File: config.mk
export PLATFORM = sky130hd
export DESIGN_NAME = slot_cache_lru_lookup
export DESIGN_NICKNAME = d
export VERILOG_FILES = /design/src/hw/rtl/scl_pkg.sv /design/src/hw/rtl/scl_ctrl.sv /design/src/hw/rtl/scl_dpath.sv /design/src/hw/rtl/slot_cache_lru_lookup.sv
export SDC_FILE = /design/constraint.sdc
export NUM_CORES = 2
export LEC_CHECK = 0
export BUFFER_PORTS_ARGS = -buffer_cell sky130_fd_sc_hd__buf_2
export CAP_MARGIN = 10
export CORE_MARGIN = 2
export CORE_UTILIZATION = 45
export CTS_BUF_LIST = sky130_fd_sc_hd__clkbuf_16
export CTS_CLUSTER_SIZE = 8
export DETAILED_ROUTE_END_ITERATION = 8
export SLEW_MARGIN = 25
export SYNTH_ARGS = -nofsm -noshare
export SYNTH_HDL_FRONTEND = slang
export SYNTH_SLANG_ARGS = --single-unit
File: constraint.sdc
create_clock -name clk_i -period 6.8 [get_ports clk_i]
set_input_delay 1.36 -clock clk_i [delete_from_list [all_inputs] [get_ports clk_i]]
set_output_delay 1.36 -clock clk_i [all_outputs]
set_load 0.03 [all_outputs]
File: src/hw/rtl/scl_pkg.sv
// ----------------------------------------------------------------------------
// scl_pkg
// shared constants and controller/datapath interface types for the slot cache
// ----------------------------------------------------------------------------
package scl_pkg;

  localparam int unsigned CACHE_ENTRIES = 64;
  localparam int unsigned IDX_W         = (CACHE_ENTRIES > 1) ? $clog2(CACHE_ENTRIES) : 1;
  localparam int unsigned CNT_W         = IDX_W + 1;

  localparam int unsigned KEY_W   = 16;
  localparam int unsigned STAMP_W = 32;
  localparam int unsigned OUT_IDX_W = 6;
  localparam int unsigned WORD_W  = 2 * KEY_W + STAMP_W;

  // controller to datapath
  typedef struct packed {
    logic load;   // capture query and clear the scan trackers
    logic scan;   // walk the entry memory
    logic write;  // commit the chosen entry and load the result register
  } scl_cmd_t;

  // datapath to controller
  typedef struct packed {
    logic scan_done;
  } scl_stat_t;

endpackage

File: src/hw/rtl/scl_ctrl.sv
// ----------------------------------------------------------------------------
// scl_ctrl
// sequencer for one lookup: capture, memory walk, commit, result handshake
// ----------------------------------------------------------------------------
module scl_ctrl import scl_pkg::*; (
  input  logic      clk_i,
  input  logic      rst_ni,
  input  logic      in_valid_i,
  output logic      in_ready_o,
  output logic      out_valid_o,
  input  logic      out_ready_i,
  input  scl_stat_t stat_i,
  output scl_cmd_t  cmd_o
);

  typedef enum logic [2:0] {
    ST_IDLE  = 3'b001,
    ST_SCAN  = 3'b010,
    ST_WRITE = 3'b100
  } state_e;

  state_e state_q, state_d;
  logic   out_valid_q, out_valid_d;

  always_comb begin
    state_d    = state_q;
    cmd_o      = '0;
    in_ready_o = 1'b0;
    case (state_q)
      ST_IDLE: begin
        in_ready_o = 1'b1;
        if (in_valid_i) begin
          cmd_o.load = 1'b1;
          state_d    = ST_SCAN;
        end
      end
      ST_SCAN: begin
        cmd_o.scan = 1'b1;
        if (stat_i.scan_done) begin
          state_d = ST_WRITE;
        end
      end
      ST_WRITE: begin
        // hold until the result register is free
        if (!out_valid_q || out_ready_i) begin
          cmd_o.write = 1'b1;
          state_d     = ST_IDLE;
        end
      end
      default: begin
        state_d = ST_IDLE;
      end
    endcase
  end

  always_comb begin
    out_valid_d = out_valid_q;
    if (out_valid_q && out_ready_i) begin
      out_valid_d = 1'b0;
    end
    if (cmd_o.write) begin
      out_valid_d = 1'b1;
    end
  end

  always_ff @(posedge clk_i or negedge rst_ni) begin
    if (!rst_ni) begin
      state_q     <= ST_IDLE;
      out_valid_q <= 1'b0;
    end else begin
      state_q     <= state_d;
      out_valid_q <= out_valid_d;
    end
  end

  assign out_valid_o = out_valid_q;

endmodule

File: src/hw/rtl/scl_dpath.sv
// ----------------------------------------------------------------------------
// scl_dpath
// entry memory, valid bits, walk counter, hit/free/oldest trackers and result
// ----------------------------------------------------------------------------
module scl_dpath import scl_pkg::*; (
  input  logic                 clk_i,
  input  logic                 rst_ni,
  input  scl_cmd_t             cmd_i,
  output scl_stat_t            stat_o,
  input  logic signed [15:0]   slot_x_i,
  input  logic signed [15:0]   slot_z_i,
  input  logic [31:0]          frame_number_i,
  output logic [OUT_IDX_W-1:0] entry_index_o,
  output logic                 hit_o,
  output logic                 victim_was_valid_o
);

  // entry word: key x, key z, use stamp
  logic [WORD_W-1:0] mem_q [CACHE_ENTRIES];
  logic [CACHE_ENTRIES-1:0] valid_q;

  logic [KEY_W-1:0]   qx_q, qz_q;
  logic [STAMP_W-1:0] frame_q;

  logic [CNT_W-1:0]  cnt_q;
  logic              pend_q;
  logic [WORD_W-1:0] rd_data_q;
  logic              rd_valid_q;
  logic [IDX_W-1:0]  rd_idx_q;

  logic               found_q, have_free_q, have_oldest_q;
  logic [IDX_W-1:0]   hit_idx_q, free_idx_q, oldest_idx_q;
  logic [STAMP_W-1:0] oldest_stamp_q;

  logic [OUT_IDX_W-1:0] entry_index_q;
  logic                 hit_q, victim_valid_q;

  logic               cnt_end;
  logic [IDX_W-1:0]   rd_addr;
  logic [KEY_W-1:0]   rd_x, rd_z;
  logic [STAMP_W-1:0] rd_stamp;
  logic [IDX_W-1:0]   chosen;
  logic               evict;

  assign cnt_end  = (cnt_q == CNT_W'(CACHE_ENTRIES));
  assign rd_addr  = cnt_q[IDX_W-1:0];
  assign rd_x     = rd_data_q[WORD_W-1 -: KEY_W];
  assign rd_z     = rd_data_q[STAMP_W +: KEY_W];
  assign rd_stamp = rd_data_q[STAMP_W-1:0];

  assign stat_o.scan_done = cnt_end && pend_q;

  assign evict  = !found_q && !have_free_q;
  assign chosen = found_q ? hit_idx_q : (have_free_q ? free_idx_q : oldest_idx_q);

  // entry memory: one read port for the walk, one write port for the commit
  always_ff @(posedge clk_i) begin
    if (cmd_i.scan && !cnt_end) begin
      rd_data_q <= mem_q[rd_addr];
    end
    if (cmd_i.write) begin
      mem_q[chosen] <= {qx_q, qz_q, frame_q};
    end
  end

  always_ff @(posedge clk_i or negedge rst_ni) begin
    if (!rst_ni) begin
      valid_q <= '0;
    end else if (cmd_i.write) begin
      valid_q[chosen] <= 1'b1;
    end
  end

  // walk control and trackers
  always_ff @(posedge clk_i or negedge rst_ni) begin
    if (!rst_ni) begin
      cnt_q         <= '0;
      pend_q        <= 1'b0;
      found_q       <= 1'b0;
      have_free_q   <= 1'b0;
      have_oldest_q <= 1'b0;
    end else if (cmd_i.load) begin
      cnt_q         <= '0;
      pend_q        <= 1'b0;
      found_q       <= 1'b0;
      have_free_q   <= 1'b0;
      have_oldest_q <= 1'b0;
    end else if (cmd_i.scan) begin
      if (!cnt_end) begin
        cnt_q  <= cnt_q + CNT_W'(1);
        pend_q <= 1'b1;
      end else begin
        pend_q <= 1'b0;
      end
      if (pend_q) begin
        if (rd_valid_q) begin
          if (!found_q && rd_x == qx_q && rd_z == qz_q) begin
            found_q <= 1'b1;
          end
          if (!have_oldest_q || rd_stamp < oldest_stamp_q) begin
            have_oldest_q <= 1'b1;
          end
        end else if (!have_free_q) begin
          have_free_q <= 1'b1;
        end
      end
    end
  end

  // payload side of the walk, no reset needed
  always_ff @(posedge clk_i) begin
    if (cmd_i.load) begin
      qx_q    <= slot_x_i;
      qz_q    <= slot_z_i;
      frame_q <= frame_number_i;
    end
    if (cmd_i.scan && !cnt_end) begin
      rd_valid_q <= valid_q[rd_addr];
      rd_idx_q   <= rd_addr;
    end
    if (cmd_i.scan && pend_q) begin
      if (rd_valid_q) begin
        if (!found_q && rd_x == qx_q && rd_z == qz_q) begin
          hit_idx_q <= rd_idx_q;
        end
        // strict compare keeps the lowest index on equal stamps
        if (!have_oldest_q || rd_stamp < oldest_stamp_q) begin
          oldest_idx_q   <= rd_idx_q;
          oldest_stamp_q <= rd_stamp;
        end
      end else if (!have_free_q) begin
        free_idx_q <= rd_idx_q;
      end
    end
    if (cmd_i.write) begin
      entry_index_q  <= OUT_IDX_W'(chosen);
      hit_q          <= found_q;
      victim_valid_q <= evict;
    end
  end

  assign entry_index_o      = entry_index_q;
  assign hit_o              = hit_q;
  assign victim_was_valid_o = victim_valid_q;

endmodule

File: src/hw/rtl/slot_cache_lru_lookup.sv
// ----------------------------------------------------------------------------
// slot_cache_lru_lookup
// one item at a time: a new item is accepted only after the last one is committed;
// the rate is set by the walk over the single-read-port entry memory, one entry per
//   cycle, and the commit waits while an unread result is still held
// reset: valid bits clear at once, no clearing pass; keys and stamps unset
// fully associative slot cache, hit lookup with lru replacement by stamp
// ----------------------------------------------------------------------------
module slot_cache_lru_lookup import scl_pkg::*; (
  input  logic                 clk_i,
  input  logic                 rst_ni,
  input  logic                 in_valid_i,
  output logic                 in_ready_o,
  input  logic signed [15:0]   slot_x_i,
  input  logic signed [15:0]   slot_z_i,
  input  logic [31:0]          frame_number_i,
  output logic                 out_valid_o,
  input  logic                 out_ready_i,
  output logic [OUT_IDX_W-1:0] entry_index_o,
  output logic                 hit_o,
  output logic                 victim_was_valid_o
);

  scl_cmd_t  cmd;
  scl_stat_t stat;

  scl_ctrl u_ctrl (
    .clk_i       (clk_i),
    .rst_ni      (rst_ni),
    .in_valid_i  (in_valid_i),
    .in_ready_o  (in_ready_o),
    .out_valid_o (out_valid_o),
    .out_ready_i (out_ready_i),
    .stat_i      (stat),
    .cmd_o       (cmd)
  );

  scl_dpath u_dpath (
    .clk_i              (clk_i),
    .rst_ni             (rst_ni),
    .cmd_i              (cmd),
    .stat_o             (stat),
    .slot_x_i           (slot_x_i),
    .slot_z_i           (slot_z_i),
    .frame_number_i     (frame_number_i),
    .entry_index_o      (entry_index_o),
    .hit_o              (hit_o),
    .victim_was_valid_o (victim_was_valid_o)
  );

endmodule

# Yosys cells after proc, flatten, opt, wreduce, memory -nomap -nowiden
# Memory sizes are Yosys's and may differ from the RTL's. A register that Yosys moved wholly into a read port is not among the register bits.
# Index checks and enable logic that the tools add are counted.
# op_classes
addsub	1
n_lt_le_gt_ge	4
eq_ne	11
n_mux	40
bitwise	3
n_reduce_logical	29
# ops
operator	count
$or 64x64->64	1
$eq 16x16->1	2
$lt 32x32->1	1
$mux 1	29
$mux 7	3
$reduce_and 3->1	5
$lt 6x7->1 const B	2
$mux 6	2
$reduce_bool 2->1	6
$mux 3	3
$pmux 3 s3	1
$logic_and 1x1->1	8
$ne 2x2->1 const B	4
$reduce_and 4->1	2
$add 7x1->7 const B	1
$eq 7x7->1 const B	1
$bmux 1 s6	1
$demux 1 s6	1
$ge 6x1->1 const B	1
$logic_not 1->1	5
$eq 3x1->1 const B	1
$eq 3x2->1 const B	1
$eq 3x3->1 const B	1
$logic_or 1x1->1	2
other kinds (3)	4
# word_totals
reg_bits	208
mem_bits_rw	4096
input_bits	68
output_inout_bits	10
wordCells	109
mem_count	1
# mem_list
name	depth	width	read_ports	rd_clocked_by_memory_dff	write_ports	line	text
u_dpath.mem_q	64	64	1	1	1	scl_dpath.sv:19	logic [WORD_W-1:0] mem_q [CACHE_ENTRIES];

# Longest topological paths before layout
# logic_depth
ltp_word	8
ltp_mapped	12
ltp_nobuf	8

# Modules after synthesis
# From an unflattened synthesis, not the netlist that was laid out.
# hier_totals
cells_unflattened	7033
area_unflattened_um2	166166.9
# by_module_without_submodules
mod	instances	cells_each	area_each_um2	seq_area_each_um2
scl_dpath	1	7011	165927.9	130670.3
scl_ctrl	1	22	239.0	101.3

# Worst setup path after synthesis
# OpenSTA, ideal clock, no wires.
# synth_path
path_kind	reg2reg
from	register u_dpath.cnt_q[0]
to	register u_dpath.cnt_q[2]
setup_ns	0.230
t_arrival_ns	6.201
required_ns	6.570
path_slack_ns	0.369
stages_incl_launch_ff	13
path_buffers	6
path_cell_list	dfrtp_1 > buf_6 > buf_6 > buf_6 > buf_4 > buf_4 > buf_4 > inv_1 > ha_1 > a41oi_1 > nand2_1 > xor2_1 > nor2_1
# synth_via
elab_chain_len	4
elab_cells_between_ends	7
# synth_lines
element	line	text
from (decl)	scl_dpath.sv:25	logic [CNT_W-1:0] cnt_q;
from (signal assigned)	scl_dpath.sv:90	cnt_q <= cnt_q + CNT_W'(1);
$add 7x1->7	scl_dpath.sv:90	
$mux 7	scl_dpath.sv:89	if (!cnt_end) begin
$mux 7	scl_dpath.sv:88	end else if (cmd_i.scan) begin
$mux 7	scl_dpath.sv:82	end else if (cmd_i.load) begin
# Several ways; a longest one is shown, not always the timed one. The select of a mux whose other input is x is not followed.
# A chain may end at the register's enable or synchronous reset.

# Final worst setup path
# layout_path
from	register u_dpath.cnt_q[0]
to	register u_dpath.rd_data_q[37], read port of u_dpath.mem_q (data pin)
# layout_via
elab_chain_len	3
# layout_lines
element	line	text
$eq 7x7->1	scl_dpath.sv:45	assign cnt_end = (cnt_q == CNT_W'(CACHE_ENTRIES));
$logic_not 1->1	scl_dpath.sv:58	if (cmd_i.scan && !cnt_end) begin
$logic_and 1x1->1	scl_dpath.sv:58	
to (decl)	scl_dpath.sv:27	logic [WORD_W-1:0] rd_data_q;
# Several ways; a longest one is shown, not always the timed one.

==> run metrics <==
Setup TNS 0 ns; Clk Latency, worst-skew pair 1.05 ns; final setup fails 0; Routed WL per cell 36.4 um; dominant cells by area after synthesis edfxtp_1, mux4_2, dfrtp_1; Starting Density 0.453; P_leak 59.3 nW; Die Width 611 um; Final WS setup 2.36 ns; r2r setup slk 2.36 ns; Filler cells 27600; peak supply drop 0.318 mV; PD cells 369 mW/mm^2; CTS root buf clkbuf_16; crit path launch type flop; vias in the first global route 78700; Post-synth ARST share 0.0181; Final Wtd Congestion 0.818; worst clock skew 0.0660 ns; Hold Buf Count CTS 0; Cell Rows 222; cts bufs inserted 619; crit path DAT 5.19 ns; Setup Buffers After CTS 0; library cells used by synthesis 53; Worst Path Required 7.55 ns; critical path, cell by cell buf_12 -> buf_4 -> mux4_2 -> mux4_2 -> a22oi_1 -> nand2_1; crit-path max cell delay 1.15 ns; Crit. End Element flop; Seq cells post-synth 4368; Vias 77900; PortBufs 77; # clock sinks 4368; residual DRC count 0; DR pass1 iterations 6; Max FO, Critical Path 60; Post-CTS Resized 0; chip height 611 um; relative slew slack 0.247; RSZ-0062 raised after global routing false; clk slew on worst S/H paths 0.05 ns; Top Ports 78; most frequent cell after synthesis edfxtp_1; Max Slew Vio Count 0; Post-synth EDFFs 4289; non-filler cells, final 12400; FMAX 0.225 GHz; Synth top area share 0.777; detailed router's first-iteration violation count 11000; final hold vios 0; CTS tree built; CTS max path bufs 4; H-tree Lvls 6; number of vias per cell 6.30; Post-synth top flop edfxtp_1; Synth top cells by count edfxtp_1, mux4_2, clkbuf_1; placed cell count 11600; Syn. warnings 0; final-stage net count 7499; Reg2Reg Depth 6; Post-Synthesis Cell Area 0.166 sq mm; worst hold-check path type in2async; max cap viols 0; largest net degree at the start of global routing 123; mean post-synth cell area 24.6 sq um; cell taking the most area after synthesis edfxtp_1; r2r endpoint u_dpath.rd_data_q[37]; Setup CP Type reg2reg; dpl ws 2.01 ns; gate count of the mapped netlist 6747; syn nets 6848; DP Wirelength 252 mm; initial antenna violation count 27; first-pass GRT wire length 626 mm; Synth-to-Final Area Change 15.4%; ANT nets after route 0; final WL 451 mm; crit path max-delay cell type dfrtp_4; core area 0.366 sq mm; r2r startpoint u_dpath.cnt_q[0]; die area 0.373 sq mm; GRT Total Usage 0.240; post-synthesis sequential area ratio 0.789; layout cells sized above 1 0.326; worst slew pin tran 1.13 ns; status finished clean; Period minus WS final 4.44 ns; grt total ovfl 0; final period utilization 0.653; cell mode on critical path mux4_2
[worst max path at each step]
| stage | from | to | slack [ns] | depth (start not counted) |
|---|---|---|---|---|
| final | u_dpath.cnt_q[0] | u_dpath.rd_data_q[37] | 2.36 | 6 |
| after global routing | u_dpath.cnt_q[0] | u_dpath.rd_data_q[39] | 2.15 | 6 |
| after CTS | u_dpath.cnt_q[0] | u_dpath.rd_data_q[39] | 2.44 | 6 |
| after detailed placement | out_ready_i | u_dpath.mem_q[16][32] | 2.01 | 6 |
| after global placement | out_ready_i | u_dpath.mem_q[21][44] | 1.71 | 7 |
| after floorplan | u_dpath.cnt_q[0] | u_dpath.cnt_q[2] | 0.37 | 12 |
[layout by cell type, fill, tap and decap left out, types with 11 or more instances in the layout]
cell type	n
a21oi_1	28
a221o_1	24
a221oi_1	11
a22oi_1	79
buf_12	64
buf_2	76
buf_4	224
clkbuf_16	625
clkinv_16	22
clkinv_8	11
dfrtp_1	72
edfxtp_1	4289
ha_1	33
inv_1	120
inv_16	11
mux2_2	25
mux2i_1	78
mux4_2	1228
nand2_1	108
nor2_1	22
nor2_4	65
o211ai_1	13
o21ai_0	29
o21ai_1	12
o221ai_1	22
o22ai_1	11
or2_2	67
xor2_1	26
[registers in the layout, summed over array words and instances, names as in the netlist]
register and cells:
u_ctrl.out_valid_o 1, u_dpath.frame_q 32, u_dpath.oldest_idx_q 6, u_dpath.mem_q 4096
u_dpath.entry_index_o 6, u_dpath.hit_idx_q 6, u_ctrl.state_q 3, u_dpath.qz_q 16
u_dpath.pend_q 1, u_dpath.oldest_stamp_q 32, u_dpath.valid_q 64, u_dpath.rd_valid_q 1
u_dpath.victim_was_valid_o 1, u_dpath.rd_idx_q 6, u_dpath.qx_q 16, u_dpath.found_q 1
u_dpath.hit_o 1, u_dpath.have_oldest_q 1, u_dpath.rd_data_q 64, u_dpath.have_free_q 1
u_dpath.free_idx_q 6, u_dpath.cnt_q 7
[worst max-delay path, delay by kind of cell, from the launching register on]
family | cells | cell delay [ns]
simple gates | 1 | 0.12
compound gates | 1 | 0.77
buf+inv | 2 | 0.85
mux | 2 | 1.09
flops | 1 | 1.15
[final cells by class]
cell class              instances  area, sq um  share of cell area
flip-flops and latches       4368       131000               0.684
multi-input cells            2005        33600               0.176
clock buffers                 625        15600              0.0818
well taps                    4816         6030              0.0315
repair buffers                368         3450              0.0181
clock inverters               146         1550             0.00811
inverters                      36          140            0.000733
diodes                          6         15.0           0.0000785
[power by group]
group	switching (mW)	internal, mW	leakage (nW)
combinational	6.77	4.86	11.0
clock	11.2	16.4	8.67
sequential	0.291	31.1	39.6
total	18.2	52.4	59.3
[cell families (layout without fill, tap and decap cells)]
kind of cell    count (synthesis)  after routing  synth area share
flops                        4368           4368             0.789
mux                          1331           1331             0.173
buf+inv                       374           1175            0.0118
simple gates                  340            340           0.00979
compound gates                265            265            0.0116
xor+xnor                       36             36           0.00190
fa+ha+maj                      33             33           0.00249
other cells                     0              6                 0
[per-layer routing]
layer	track usage	vias to the layer above	share of wire
li1	-	30300	-
met1	0.348	42700	0.40
met2	0.373	4276	0.47
met3	0.0495	664	0.095
met4	0.0682	6	0.028
met5	0	-	0.000091
[metrics by stage]
stage | total power, mW | util | area [sq um] | hold WS (ns)
final | 70.6 | 0.522 | 191000 | 0.184
after global routing | 72.7 | 0.522 | 191000 | 0.154
after CTS | 71.2 | 0.522 | 191000 | 0.112
after detailed placement | 43.6 | 0.475 | 174000 | 0.439
after global placement | 43.5 | 0.475 | 174000 | 0.434
after floorplan | 39.5 | - | 166000 | 0.417
Power figures use the tool's default switching activity.
